**config.mk**
```make
export PLATFORM = sky130hd
export DESIGN_NAME = joint_position_bang_bang_controller_top
export DESIGN_NICKNAME = d
export VERILOG_FILES = /design/src/hw/rtl/jpbb_pkg.sv /design/src/hw/rtl/jpbb_ram.sv /design/src/hw/rtl/jpbb_front.sv /design/src/hw/rtl/jpbb_rsp_fifo.sv /design/src/hw/rtl/jpbb_back.sv /design/src/hw/rtl/joint_position_bang_bang_controller_top.sv
export SDC_FILE = /design/constraint.sdc
export NUM_CORES = 2
export LEC_CHECK = 0
export BUFFER_PORTS_ARGS = -buffer_cell sky130_fd_sc_hd__buf_2
export CELL_PAD_IN_SITES_DETAIL_PLACEMENT = 1
export CELL_PAD_IN_SITES_GLOBAL_PLACEMENT = 1
export CORE_AREA = 2 2 298 300
export CTS_CLUSTER_SIZE = 40
export DETAILED_ROUTE_END_ITERATION = 6
export DIE_AREA = 0 0 300 302
export PLACE_DENSITY = 0.92
export SLEW_MARGIN = 10
export SYNTH_ARGS = -nofsm -noshare
export SYNTH_HDL_FRONTEND = slang
export SYNTH_SLANG_ARGS = --single-unit
```
**constraint.sdc**
```tcl
create_clock -name clock -period 16.2 [get_ports clock]
set_input_delay 0.81 -clock clock [delete_from_list [all_inputs] [get_ports clock]]
set_output_delay 0.81 -clock clock [all_outputs]
set_load 0.02 [all_outputs]
```
**src/hw/rtl/jpbb_pkg.sv**
```systemverilog
package jpbb_pkg;

   localparam int NJ          = 4;
   localparam int JW          = 2;
   localparam int POS_W       = 12;
   localparam int SPD_W       = 16;
   localparam int SCALE_W     = 7;
   localparam int PROD_W      = POS_W + SCALE_W;
   localparam int QUEUE_DEPTH = 8;
   localparam int SLOT_W      = $clog2(QUEUE_DEPTH);
   localparam int CNT_W       = SLOT_W + 1;
   localparam int ENTRY_W     = POS_W + 1;
   localparam int STORE_DEPTH = NJ * QUEUE_DEPTH;
   localparam int FQ_DEPTH    = 2;
   localparam int OQ_DEPTH    = 4;
   localparam int CSR_IW      = 3;
   localparam int CSR_DW      = 16;

   localparam logic [POS_W:0] WRAP_SPAN = 13'd4095;

   typedef enum logic [1:0] {
      ACT_PUSH        = 2'd0,
      ACT_TICK        = 2'd1,
      ACT_STALL_CHECK = 2'd2,
      ACT_CAPTURE     = 2'd3
   } action_type;

   localparam logic [1:0] DRIVE_STOP = 2'd0;

   localparam logic [CSR_IW-1:0] CSR_DEADBAND    = 3'd0;
   localparam logic [CSR_IW-1:0] CSR_STALL_BAND  = 3'd1;
   localparam logic [CSR_IW-1:0] CSR_SLOW_ZONE   = 3'd2;
   localparam logic [CSR_IW-1:0] CSR_SLOW_RATE   = 3'd3;
   localparam logic [CSR_IW-1:0] CSR_FAST_RATE   = 3'd4;
   localparam logic [CSR_IW-1:0] CSR_IDLE_RATE   = 3'd5;
   localparam logic [CSR_IW-1:0] CSR_SENSE_MASK  = 3'd6;
   localparam logic [CSR_IW-1:0] CSR_DELTA_SCALE = 3'd7;

   typedef struct packed {
      action_type                  action;
      logic [JW-1:0]               joint;
      logic                        direction;
      logic [POS_W-1:0]            delta_angle;
      logic [NJ-1:0][POS_W-1:0]    pos;
   } item_type;

   typedef struct packed {
      logic [JW-1:0]    joint;
      logic [1:0]       drive;
      logic [SPD_W-1:0] speed;
      logic             arrived;
      logic             stalled;
      logic             accepted;
      logic             last;
   } rsp_type;

   typedef struct packed {
      logic [POS_W-1:0]   deadband;
      logic [POS_W-1:0]   stall_band;
      logic [POS_W-1:0]   slow_zone;
      logic [SPD_W-1:0]   slow_rate;
      logic [SPD_W-1:0]   fast_rate;
      logic [SPD_W-1:0]   idle_rate;
      logic [NJ-1:0]      sense_mask;
      logic [SCALE_W-1:0] delta_scale;
   } cfg_type;

   function automatic logic [POS_W-1:0] abs_diff(input logic [POS_W-1:0] a,
                                                 input logic [POS_W-1:0] b);
      return (a > b) ? a - b : b - a;
   endfunction

   // 4096 is 1 modulo 4095, so the upper bits fold onto the lower ones.
   function automatic logic [POS_W-1:0] mod_span(input logic [PROD_W-1:0] p);
      logic [POS_W:0] s;
      s = (POS_W+1)'(p[PROD_W-1:POS_W]) + {1'b0, p[POS_W-1:0]};
      return (s >= WRAP_SPAN) ? POS_W'(s - WRAP_SPAN) : s[POS_W-1:0];
   endfunction

endpackage

```
**src/hw/rtl/jpbb_ram.sv**
```systemverilog
module jpbb_ram #(
   parameter int WIDTH = 8,
   parameter int DEPTH = 32
) (
   input  logic                     clock,
   input  logic                     we,
   input  logic [$clog2(DEPTH)-1:0] waddr,
   input  logic [WIDTH-1:0]         wdata,
   input  logic                     re,
   input  logic [$clog2(DEPTH)-1:0] raddr,
   output logic [WIDTH-1:0]         rdata
);
   logic [WIDTH-1:0] mem_ff [DEPTH];
   logic [WIDTH-1:0] rdata_ff;

   always_ff @(posedge clock) begin
      if (we) begin
         mem_ff[waddr] <= wdata;
      end
      if (re) begin
         rdata_ff <= mem_ff[raddr];
      end
   end

   assign rdata = rdata_ff;
endmodule

```
**src/hw/rtl/jpbb_front.sv**
```systemverilog
module jpbb_front (
   input  logic              clock,
   input  logic              reset,
   input  logic              push,
   input  jpbb_pkg::item_type item_in,
   output logic              full,
   output logic              valid,
   output jpbb_pkg::item_type item_out,
   input  logic              take
);
   import jpbb_pkg::*;

   localparam int AW = $clog2(FQ_DEPTH);

   item_type          mem_ff [FQ_DEPTH];
   logic [AW-1:0]     wp_ff, rp_ff;
   logic [AW:0]       cnt_ff, cnt_in;
   logic              wr, rd;

   assign full  = (cnt_ff == (AW+1)'(FQ_DEPTH));
   assign valid = (cnt_ff != '0);
   assign wr    = push && !full;
   assign rd    = take && valid;
   assign item_out = mem_ff[rp_ff];

   always_comb begin
      cnt_in = cnt_ff;
      if (wr && !rd) begin
         cnt_in = cnt_ff + 1'b1;
      end else if (rd && !wr) begin
         cnt_in = cnt_ff - 1'b1;
      end
   end

   always_ff @(posedge clock) begin
      if (reset) begin
         wp_ff  <= '0;
         rp_ff  <= '0;
         cnt_ff <= '0;
      end else begin
         cnt_ff <= cnt_in;
         if (wr) begin
            wp_ff <= wp_ff + 1'b1;
         end
         if (rd) begin
            rp_ff <= rp_ff + 1'b1;
         end
      end
      if (wr) begin
         mem_ff[wp_ff] <= item_in;
      end
   end
endmodule

```
**src/hw/rtl/jpbb_rsp_fifo.sv**
```systemverilog
module jpbb_rsp_fifo (
   input  logic             clock,
   input  logic             reset,
   input  logic             wr,
   input  jpbb_pkg::rsp_type rsp_in,
   output logic             full,
   output logic             empty,
   output jpbb_pkg::rsp_type rsp_out,
   input  logic             pop
);
   import jpbb_pkg::*;

   localparam int AW = $clog2(OQ_DEPTH);

   rsp_type       mem_ff [OQ_DEPTH];
   logic [AW-1:0] wp_ff, rp_ff;
   logic [AW:0]   cnt_ff, cnt_in;
   logic          rd;

   assign full    = (cnt_ff == (AW+1)'(OQ_DEPTH));
   assign empty   = (cnt_ff == '0);
   assign rd      = pop && !empty;
   assign rsp_out = mem_ff[rp_ff];

   always_comb begin
      cnt_in = cnt_ff;
      if (wr && !rd) begin
         cnt_in = cnt_ff + 1'b1;
      end else if (rd && !wr) begin
         cnt_in = cnt_ff - 1'b1;
      end
   end

   always_ff @(posedge clock) begin
      if (reset) begin
         wp_ff  <= '0;
         rp_ff  <= '0;
         cnt_ff <= '0;
      end else begin
         cnt_ff <= cnt_in;
         if (wr) begin
            wp_ff <= wp_ff + 1'b1;
         end
         if (rd) begin
            rp_ff <= rp_ff + 1'b1;
         end
      end
      if (wr) begin
         mem_ff[wp_ff] <= rsp_in;
      end
   end
endmodule

```
**src/hw/rtl/jpbb_back.sv**
```systemverilog
module jpbb_back (
   input  logic               clock,
   input  logic               reset,
   input  jpbb_pkg::cfg_type  cfg,
   input  logic               in_valid,
   input  jpbb_pkg::item_type in_item,
   output logic               in_take,
   input  logic               out_full,
   output logic               out_wr,
   output jpbb_pkg::rsp_type  out_rsp
);
   import jpbb_pkg::*;

   // Steps of a four-joint item: 0..3 read the store, 1..4 scale, 2..5 update.
   localparam logic [2:0] STEP_LAST = 3'd5;

   logic                  busy_ff;
   item_type              cur_ff;
   logic [2:0]            k_ff;
   logic [SLOT_W-1:0]     head_ff   [NJ];
   logic [CNT_W-1:0]      cnt_ff    [NJ];
   logic [POS_W-1:0]      target_ff [NJ];
   logic [POS_W-1:0]      stop_ff   [NJ];
   logic [POS_W-1:0]      prev_ff   [NJ];
   logic [NJ-1:0]         dir_ff, arr_ff, stp_ff, stl_ff;
   logic [POS_W-1:0]      d_ff;
   logic                  mdir_ff;

   logic                  is_push, adv, done, upd;
   logic [JW-1:0]         rj, pj, cj;
   logic [2:0]            km2;
   logic                  re, we, room;
   logic [ENTRY_W-1:0]    rdata;
   logic [SLOT_W-1:0]     slot;
   logic [PROD_W-1:0]     prod;

   logic [POS_W-1:0]      p, stop_c, newt, tgt, ad_t, ad_s;
   logic [POS_W:0]        sum_up;
   logic                  up, pop;

   logic [POS_W-1:0]      target_in, stop_in, prev_in;
   logic                  dir_in, arr_in, stp_in, stl_in;
   logic [1:0]            drv;
   logic [SPD_W-1:0]      spd;

   assign is_push = (cur_ff.action == ACT_PUSH);
   assign adv     = busy_ff && ((!is_push && k_ff < 3'd2) || !out_full);
   assign done    = adv && (is_push || k_ff == STEP_LAST);
   assign in_take = in_valid && (!busy_ff || done);
   assign upd     = adv && !is_push && k_ff >= 3'd2;

   assign rj   = k_ff[JW-1:0];
   assign km2  = k_ff - 3'd2;
   assign cj   = km2[JW-1:0];
   assign pj   = cur_ff.joint;
   assign re   = adv && !is_push && k_ff < 3'd4;
   assign room = (cnt_ff[pj] < CNT_W'(QUEUE_DEPTH));
   assign we   = adv && is_push && room;
   assign slot = head_ff[pj] + cnt_ff[pj][SLOT_W-1:0];

   jpbb_ram #(.WIDTH(ENTRY_W), .DEPTH(STORE_DEPTH)) u_store (
      .clock (clock),
      .we    (we),
      .waddr ({pj, slot}),
      .wdata ({cur_ff.direction, cur_ff.delta_angle}),
      .re    (re),
      .raddr ({rj, head_ff[rj]}),
      .rdata (rdata)
   );

   assign prod = PROD_W'(rdata[POS_W-1:0]) * PROD_W'(cfg.delta_scale);

   // Target of a popped command: stop position moved by the scaled angle.
   assign p      = cur_ff.pos[cj];
   assign stop_c = stop_ff[cj];
   assign up     = cfg.sense_mask[cj] ^ mdir_ff;
   assign sum_up = {1'b0, stop_c} + {1'b0, d_ff};
   always_comb begin
      if (up) begin
         newt = (sum_up > WRAP_SPAN) ? POS_W'(sum_up - WRAP_SPAN) : sum_up[POS_W-1:0];
      end else begin
         newt = (stop_c >= d_ff) ? stop_c - d_ff
                                 : POS_W'({1'b0, stop_c} + WRAP_SPAN - {1'b0, d_ff});
      end
   end

   assign pop  = stp_ff[cj] && (cnt_ff[cj] != '0) && !stl_ff[cj];
   assign tgt  = pop ? newt : target_ff[cj];
   assign ad_t = abs_diff(p, tgt);
   assign ad_s = abs_diff(p, prev_ff[cj]);

   always_comb begin
      target_in = target_ff[cj];
      stop_in   = stop_c;
      prev_in   = prev_ff[cj];
      dir_in    = dir_ff[cj];
      arr_in    = arr_ff[cj];
      stp_in    = stp_ff[cj];
      stl_in    = stl_ff[cj];
      drv       = DRIVE_STOP;
      spd       = cfg.idle_rate;
      case (cur_ff.action)
         ACT_TICK: begin
            if (!stl_ff[cj]) begin
               if (pop) begin
                  target_in = newt;
                  dir_in    = mdir_ff;
                  arr_in    = 1'b0;
               end
               if (!arr_in) begin
                  if (ad_t < cfg.deadband) begin
                     arr_in  = 1'b1;
                     stp_in  = 1'b1;
                     stop_in = p;
                  end else begin
                     stp_in = 1'b0;
                     drv    = {dir_in, ~dir_in};
                     spd    = (ad_t < cfg.slow_zone) ? cfg.slow_rate : cfg.fast_rate;
                  end
               end
            end
         end
         ACT_STALL_CHECK: begin
            if (!stp_ff[cj]) begin
               if (ad_s < cfg.stall_band) begin
                  stl_in = 1'b1;
                  stp_in = 1'b1;
               end else begin
                  stl_in = 1'b0;
               end
               prev_in = p;
            end
            drv = stp_in ? DRIVE_STOP : {dir_in, ~dir_in};
            spd = stp_in ? cfg.idle_rate : '0;
         end
         ACT_CAPTURE: begin
            stop_in   = p;
            target_in = p;
            prev_in   = p;
            arr_in    = 1'b1;
            stp_in    = 1'b1;
            stl_in    = 1'b0;
         end
         default: begin
         end
      endcase
   end

   always_comb begin
      out_rsp = '0;
      if (is_push) begin
         out_rsp.joint    = pj;
         out_rsp.drive    = stp_ff[pj] ? DRIVE_STOP : {dir_ff[pj], ~dir_ff[pj]};
         out_rsp.speed    = stp_ff[pj] ? cfg.idle_rate : '0;
         out_rsp.arrived  = arr_ff[pj];
         out_rsp.stalled  = stl_ff[pj];
         out_rsp.accepted = room;
         out_rsp.last     = 1'b1;
      end else begin
         out_rsp.joint    = cj;
         out_rsp.drive    = drv;
         out_rsp.speed    = spd;
         out_rsp.arrived  = arr_in;
         out_rsp.stalled  = stl_in;
         out_rsp.accepted = 1'b0;
         out_rsp.last     = (k_ff == STEP_LAST);
      end
   end

   assign out_wr = adv && (is_push || k_ff >= 3'd2);

   always_ff @(posedge clock) begin
      if (reset) begin
         busy_ff <= 1'b0;
         k_ff    <= '0;
         dir_ff  <= '0;
         arr_ff  <= '1;
         stp_ff  <= '1;
         stl_ff  <= '0;
         for (int j = 0; j < NJ; j++) begin
            head_ff[j]   <= '0;
            cnt_ff[j]    <= '0;
            target_ff[j] <= '0;
            stop_ff[j]   <= '0;
            prev_ff[j]   <= '0;
         end
      end else begin
         if (in_take) begin
            busy_ff <= 1'b1;
            k_ff    <= '0;
         end else if (done) begin
            busy_ff <= 1'b0;
         end else if (adv) begin
            k_ff <= k_ff + 3'd1;
         end
         if (we) begin
            cnt_ff[pj] <= cnt_ff[pj] + CNT_W'(1);
         end
         if (upd) begin
            target_ff[cj] <= target_in;
            stop_ff[cj]   <= stop_in;
            prev_ff[cj]   <= prev_in;
            dir_ff[cj]    <= dir_in;
            arr_ff[cj]    <= arr_in;
            stp_ff[cj]    <= stp_in;
            stl_ff[cj]    <= stl_in;
            if (cur_ff.action == ACT_TICK && pop) begin
               head_ff[cj] <= head_ff[cj] + 1'b1;
               cnt_ff[cj]  <= cnt_ff[cj] - CNT_W'(1);
            end
         end
      end
      if (in_take) begin
         cur_ff <= in_item;
      end
      if (adv && k_ff >= 3'd1 && k_ff <= 3'd4) begin
         d_ff    <= mod_span(prod);
         mdir_ff <= rdata[ENTRY_W-1];
      end
   end
endmodule

```
**src/hw/rtl/joint_position_bang_bang_controller_top.sv**
```systemverilog
// Channel   Ports                                      Transfer when
// input     req_push, req_full, req_<field>            req_push && !req_full
// result    rsp_empty, rsp_pop, rsp_<field>            rsp_pop && !rsp_empty
// config    csr_we, csr_index, csr_wdata               csr_we
//
// The executor handles a push directly; a tick, stall check or capture first reads the
// command store and scales, then updates one joint per cycle while the result queue is not full.
// A two-entry input queue and a four-entry result queue decouple both sides.
// Synchronous reset leaves all joints arrived and stopped with empty command queues.
// The executor stalls only when the result queue is full.
module joint_position_bang_bang_controller_top (
   input  logic        clock,
   input  logic        reset,
   input  logic        req_push,
   output logic        req_full,
   input  logic [1:0]  req_action,
   input  logic [1:0]  req_joint,
   input  logic        req_direction,
   input  logic [11:0] req_delta_angle,
   input  logic [11:0] req_pos_head,
   input  logic [11:0] req_pos_waist,
   input  logic [11:0] req_pos_left_arm,
   input  logic [11:0] req_pos_right_arm,
   output logic        rsp_empty,
   input  logic        rsp_pop,
   output logic [1:0]  rsp_out_joint,
   output logic [1:0]  rsp_drive,
   output logic [15:0] rsp_speed,
   output logic        rsp_arrived,
   output logic        rsp_stalled,
   output logic        rsp_accepted,
   output logic        rsp_last,
   input  logic        csr_we,
   input  logic [jpbb_pkg::CSR_IW-1:0] csr_index,
   input  logic [jpbb_pkg::CSR_DW-1:0] csr_wdata
);
   import jpbb_pkg::*;

   cfg_type  cfg_ff;
   item_type req_item, front_item;
   rsp_type  back_rsp, head_rsp;
   logic     front_valid, take, out_full, out_wr;

   always_ff @(posedge clock) begin
      if (reset) begin
         cfg_ff.deadband    <= 12'd20;
         cfg_ff.stall_band  <= 12'd5;
         cfg_ff.slow_zone   <= 12'd100;
         cfg_ff.slow_rate   <= 16'd300;
         cfg_ff.fast_rate   <= 16'd800;
         cfg_ff.idle_rate   <= 16'd0;
         cfg_ff.sense_mask  <= 4'hf;
         cfg_ff.delta_scale <= 7'd11;
      end else if (csr_we) begin
         unique case (csr_index)
            CSR_DEADBAND:    cfg_ff.deadband    <= csr_wdata[POS_W-1:0];
            CSR_STALL_BAND:  cfg_ff.stall_band  <= csr_wdata[POS_W-1:0];
            CSR_SLOW_ZONE:   cfg_ff.slow_zone   <= csr_wdata[POS_W-1:0];
            CSR_SLOW_RATE:   cfg_ff.slow_rate   <= csr_wdata;
            CSR_FAST_RATE:   cfg_ff.fast_rate   <= csr_wdata;
            CSR_IDLE_RATE:   cfg_ff.idle_rate   <= csr_wdata;
            CSR_SENSE_MASK:  cfg_ff.sense_mask  <= csr_wdata[NJ-1:0];
            CSR_DELTA_SCALE: cfg_ff.delta_scale <= csr_wdata[SCALE_W-1:0];
            default: begin
            end
         endcase
      end
   end

   always_comb begin
      req_item.action      = action_type'(req_action);
      req_item.joint       = req_joint;
      req_item.direction   = req_direction;
      req_item.delta_angle = req_delta_angle;
      req_item.pos[0]      = req_pos_head;
      req_item.pos[1]      = req_pos_waist;
      req_item.pos[2]      = req_pos_left_arm;
      req_item.pos[3]      = req_pos_right_arm;
   end

   jpbb_front u_front (
      .clock    (clock),
      .reset    (reset),
      .push     (req_push),
      .item_in  (req_item),
      .full     (req_full),
      .valid    (front_valid),
      .item_out (front_item),
      .take     (take)
   );

   jpbb_back u_back (
      .clock    (clock),
      .reset    (reset),
      .cfg      (cfg_ff),
      .in_valid (front_valid),
      .in_item  (front_item),
      .in_take  (take),
      .out_full (out_full),
      .out_wr   (out_wr),
      .out_rsp  (back_rsp)
   );

   jpbb_rsp_fifo u_rsp (
      .clock   (clock),
      .reset   (reset),
      .wr      (out_wr),
      .rsp_in  (back_rsp),
      .full    (out_full),
      .empty   (rsp_empty),
      .rsp_out (head_rsp),
      .pop     (rsp_pop)
   );

   assign rsp_out_joint = head_rsp.joint;
   assign rsp_drive     = head_rsp.drive;
   assign rsp_speed     = head_rsp.speed;
   assign rsp_arrived   = head_rsp.arrived;
   assign rsp_stalled   = head_rsp.stalled;
   assign rsp_accepted  = head_rsp.accepted;
   assign rsp_last      = head_rsp.last;

   // A latched stall always comes with the joint stopped.
   a_stall_stops: assert property (@(posedge clock) disable iff (reset)
      (!rsp_empty && rsp_stalled) |-> (rsp_drive == DRIVE_STOP))
      else $error("stalled joint reported as driving");

   // Only a push answer can carry the accepted flag, and it is always final.
   a_accept_last: assert property (@(posedge clock) disable iff (reset)
      (!rsp_empty && rsp_accepted) |-> rsp_last)
      else $error("accepted result not marked last");

   // The executor never writes into a full result queue.
   a_no_overflow: assert property (@(posedge clock) disable iff (reset)
      out_wr |-> !out_full)
      else $error("result queue overflow");
endmodule

```
==> impl_metrics.py <==
metrics = {
    "synth": {
        "syn_nets": 3817,
        "yosys.area_share.simple_pct": 8.66,
        "synth_mux_area_share_pct": 13.3,
        "synth_ff_type": "edfxtp_1",
        "synth_xor_area_share_pct": 1.56,
        "synthAdderAreaFrac_pct": 6.66,
        "yosysWarnings": 0,
        "avgSynthCellArea_um2": 14.1,
        "synth_compound_area_share_pct": 6.73,
        "postSynthCellCount": 3501,
        "synth-async-reset-ratio_pct": 0,
        "ys_seq_elements": 1035,
        "synth_area_um2": 49300,
        "synth_top_family_by_area": "multiplexers",
        "ys_seq_area_share_pct": 60.4,
        "synth-edff-count": 905,
        "ys_types": 94,
    },
    "setup_path": {
        "critPathTopFamily": "compound AO/OA/AOI/OAI gates",
        "critPathLaunch": "u_back.k_ff[0]$_SDFFE_PP0P_",
        "slowest_stage": "nand4_1",
        "start_kind": "flop",
        "critical_path_class": "reg2reg",
        "crit_buf_inv": 2,
        "critical_path.max_fanout": 41,
        "cp.depth": 34,
        "worstReg2RegEnd": "u_rsp.mem_ff[2][8]$_DFFE_PP_",
        "r2r_start": "u_back.k_ff[0]$_SDFFE_PP0P_",
        "r2r_setup_slack_ns": 4.78,
        "cpPeakStageDelay_ns": 0.88,
        "r2r_cells": 34,
        "cp-end-kind": "flop",
        "cpMostUsedCell": "ha_1",
        "critPathRequiredTime_ns": 16.61,
        "cp_data_arrival_time_ns": 11.83,
    },
    "sta": {
        "max_clock_freq_ghz": 0.0875,
        "hold_viol": 0,
        "holdWs_ns": 0.284,
        "tightestPinTransition_ns": 1.44,
        "skew_ns": 0.0710,
        "timing.final.ws_setup_ns": 4.78,
        "rsz0062_at_grt": "no",
        "setup_viol": 0,
        "maxSlewHeadroom_pct": 3.27,
        "tns_ns": 0,
        "timing.final.max_slew_violations": 0,
        "fin_crit_sh_pct": 70.5,
        "min_period_ns": 11.42,
    },
    "place": {
        "post-place-ws_ns": 5.10,
        "place_area_um2": 51100,
        "io_buffers": 114,
        "dp_hpwl_um": 97000,
        "dp.cells": 4665,
        "place_congestion": 0.939,
    },
    "power": {
        "pwr-share-comb_pct": 49.4,
        "vdd_drop_max_v": 0.000222,
        "power_density_nw_per_um2": 224,
        "p_seq_share_pct": 29.8,
        "p_leak_nw": 19.5,
        "power_mw": 12.3,
        "swShare_pct": 41.7,
        "clock_power_share_pct": 20.8,
        "p_int_mw": 7.18,
        "p_sw_mw": 5.14,
    },
    "final_layout": {
        "final_core_util_pct": 62.8,
        "drive_gt1_share_pct": 19.1,
        "design_area_um2": 55000,
        "finalNonFillerCells": 4874,
        "fillers": 8078,
        "fin_nets": 3932,
        "areaGrowthSynthToFinish_pct": 11.5,
    },
    "global_route": {
        "grt-ovfl-total": 0,
        "first_global_vias": 34700,
        "grt_use_total_pct": 34.8,
        "grt_antenna_before_repair": 7,
        "grt_pass1_wl_um": 231000,
        "grt_start_max_net_pins": 71,
    },
    "drt": {
        "drtAntennaViolNets": 0,
        "drtIter0Drc": 4570,
        "vias": 33700,
        "viasPerCell": 6.91,
        "drcViolationCount": 0,
        "wl_um": 166000,
        "wl_per_cell_um": 34.0,
        "firstDrtPassIters": 5,
    },
    "clocking": {
        "post-cts-setup-buffer-count": 0,
        "cts_tree": "yes",
        "numClockSinks": 1035,
        "hold_buffers": 0,
        "clock_path_buffers": 3,
        "htree_levels": 3,
        "cts_root_buffer": "clkbuf_16",
        "clk_pin_slew_ns": 0.07,
        "cts-resized-gates": 0,
        "cts_buffers": 102,
        "worstSkewPairLatency_ns": 0.72,
    },
    "floorplan": {
        "fp.dieArea_um2": 90600,
        "die_h_um": 302,
        "core_um2": 87600,
        "io_pins": 115,
        "start_util_pct": 56.3,
        "die_width_um": 300,
        "num_rows": 109,
    },
    "min_path": {
        "hold_path_depth": 1,
        "worstHoldPathType": "in2reg",
        "hp-start": "req_delta_angle[2]",
        "hold_path_end": "u_front.mem_ff[0][50]$_DFFE_PP_",
    },
    "job": {
        "maxCapViolations": 0,
    },
    "run_status": {
        "status": "complete, no violations",
    },
}
==> synthesized netlist by cell type (5+ instances only) <==
master | number | area, um2
mux2i_1 | 48 | 480
clkbuf_1 | 118 | 443
o211ai_1 | 12 | 90.1
o21a_1 | 23 | 173
o21ai_0 | 82 | 410
nand3b_1 | 7 | 52.6
nand3_1 | 36 | 180
mux4_2 | 228 | 5130
dfxtp_1 | 130 | 2600
o21bai_1 | 6 | 45.0
o2bb2ai_1 | 17 | 149
a211oi_1 | 14 | 105
ha_1 | 168 | 2100
mux2_2 | 82 | 923
nor2b_1 | 24 | 150
or3_1 | 15 | 93.8
a31oi_1 | 14 | 87.6
fa_1 | 59 | 1180
and3_1 | 15 | 93.8
and2_1 | 55 | 344
o22ai_1 | 8 | 50.1
nand2b_1 | 21 | 131
xor2_1 | 35 | 307
inv_1 | 178 | 668
nand4_1 | 12 | 75.1
o31a_1 | 5 | 43.8
a21boi_0 | 7 | 52.6
nor3b_1 | 9 | 67.6
buf_2 | 14 | 70.1
o31ai_1 | 6 | 45.0
a21oi_1 | 172 | 861
edfxtp_1 | 905 | 27200
nand2_1 | 381 | 1430
buf_1 | 30 | 113
xnor2_1 | 53 | 464
nor3_1 | 41 | 205
nor4_1 | 9 | 56.3
a21o_1 | 43 | 323
nor2_1 | 288 | 1080
o2111ai_1 | 9 | 78.8
or2_2 | 9 | 56.3
a221oi_1 | 29 | 254
==> routing by layer <==
layer / track usage, % / share of wire, % / up-vias / wire (um)
li1: - / - / 13400 / -
met1: 42.2 / 34 / 16900 / 55600
met2: 59.1 / 49 / 2741 / 81900
met3: 7.25 / 10 / 700 / 17200
met4: 18.3 / 6.6 / 2 / 10800
met5: 0 / 0.0060 / - / 10
==> kinds of logic after synthesis <==
| logic type | count (synthesis) |
|---|---|
| xor gates and xnor gates | 88 |
| muxes | 358 |
| adders and majority gates | 227 |
| DFF | 1035 |
| buffers and inverters | 346 |
| and+or+nand+nor | 948 |
| AOI/OAI and AO/OA | 499 |
==> cell usage in the layout, fill, tap and decap left out, drive strengths merged, types with 29 or more instances in the layout <==
cell type	synthesis	final
edfxtp	905	905
nand2	381	381
nor2	289	289
mux4	228	228
inv	178	184
buf	46	177
a21oi	172	172
ha	168	168
dfxtp	130	130
clkbuf	121	119
o21ai	84	84
mux2	82	82
fa	59	59
and2	55	55
xnor2	53	53
clkinv	1	50
mux2i	48	48
a21o	44	44
nor3	42	42
nand3	36	36
xor2	35	35
a221oi	29	29
==> sequential cells by signal, indices dropped and copies added (netlist names), 12 cells and up, named ones only <==
name                   flops
u_back.cnt_ff             16
u_back.u_store.mem_ff    416
cfg_ff                    95
u_back.stop_ff            48
u_front.mem_ff           130
u_rsp.mem_ff              96
u_back.target_ff          48
u_back.head_ff            12
u_back.u_store.rdata      13
u_back.d_ff               12
u_back.cur_ff             63
u_back.prev_ff            48
==> cell type report <==
type	count	area [um2]	area share, %
flip-flops and latches	1035	29800	54.2
multi-input cells	2120	18300	33.2
clock buffers	118	2700	4.90
well taps	1165	1460	2.65
repair buffers	178	1270	2.30
clock inverters	73	792	1.44
inverters	179	672	1.22
diodes	6	15.0	0.0273
==> worst max-delay path by stage <==
stage / to / slack [ns]
floorplan: u_back.stop_ff[0][10]$_SDFFCE_PN0P_ / 6.23
global placement: u_rsp.mem_ff[0][6]$_DFFE_PP_ / 5.53
detailed placement: u_rsp.mem_ff[2][11]$_DFFE_PP_ / 5.10
CTS: u_rsp.mem_ff[2][8]$_DFFE_PP_ / 4.99
global route: u_rsp.mem_ff[0][11]$_DFFE_PP_ / 3.95
finish: u_rsp.mem_ff[2][8]$_DFFE_PP_ / 4.78
==> power groups by stage <==
stage          Sequential, mW  Combinational (mW)  Clock (mW)
3_3_place_gp             3.70                5.33           0
3_5_place_dp             3.76                5.59           0
5_1_grt                  3.68                6.50        2.64
4_1_cts                  3.73                5.73        2.52
2_1_floorplan            3.57                4.02           0
6_report                 3.67                6.09        2.56
(Power assumes the default switching activity.)
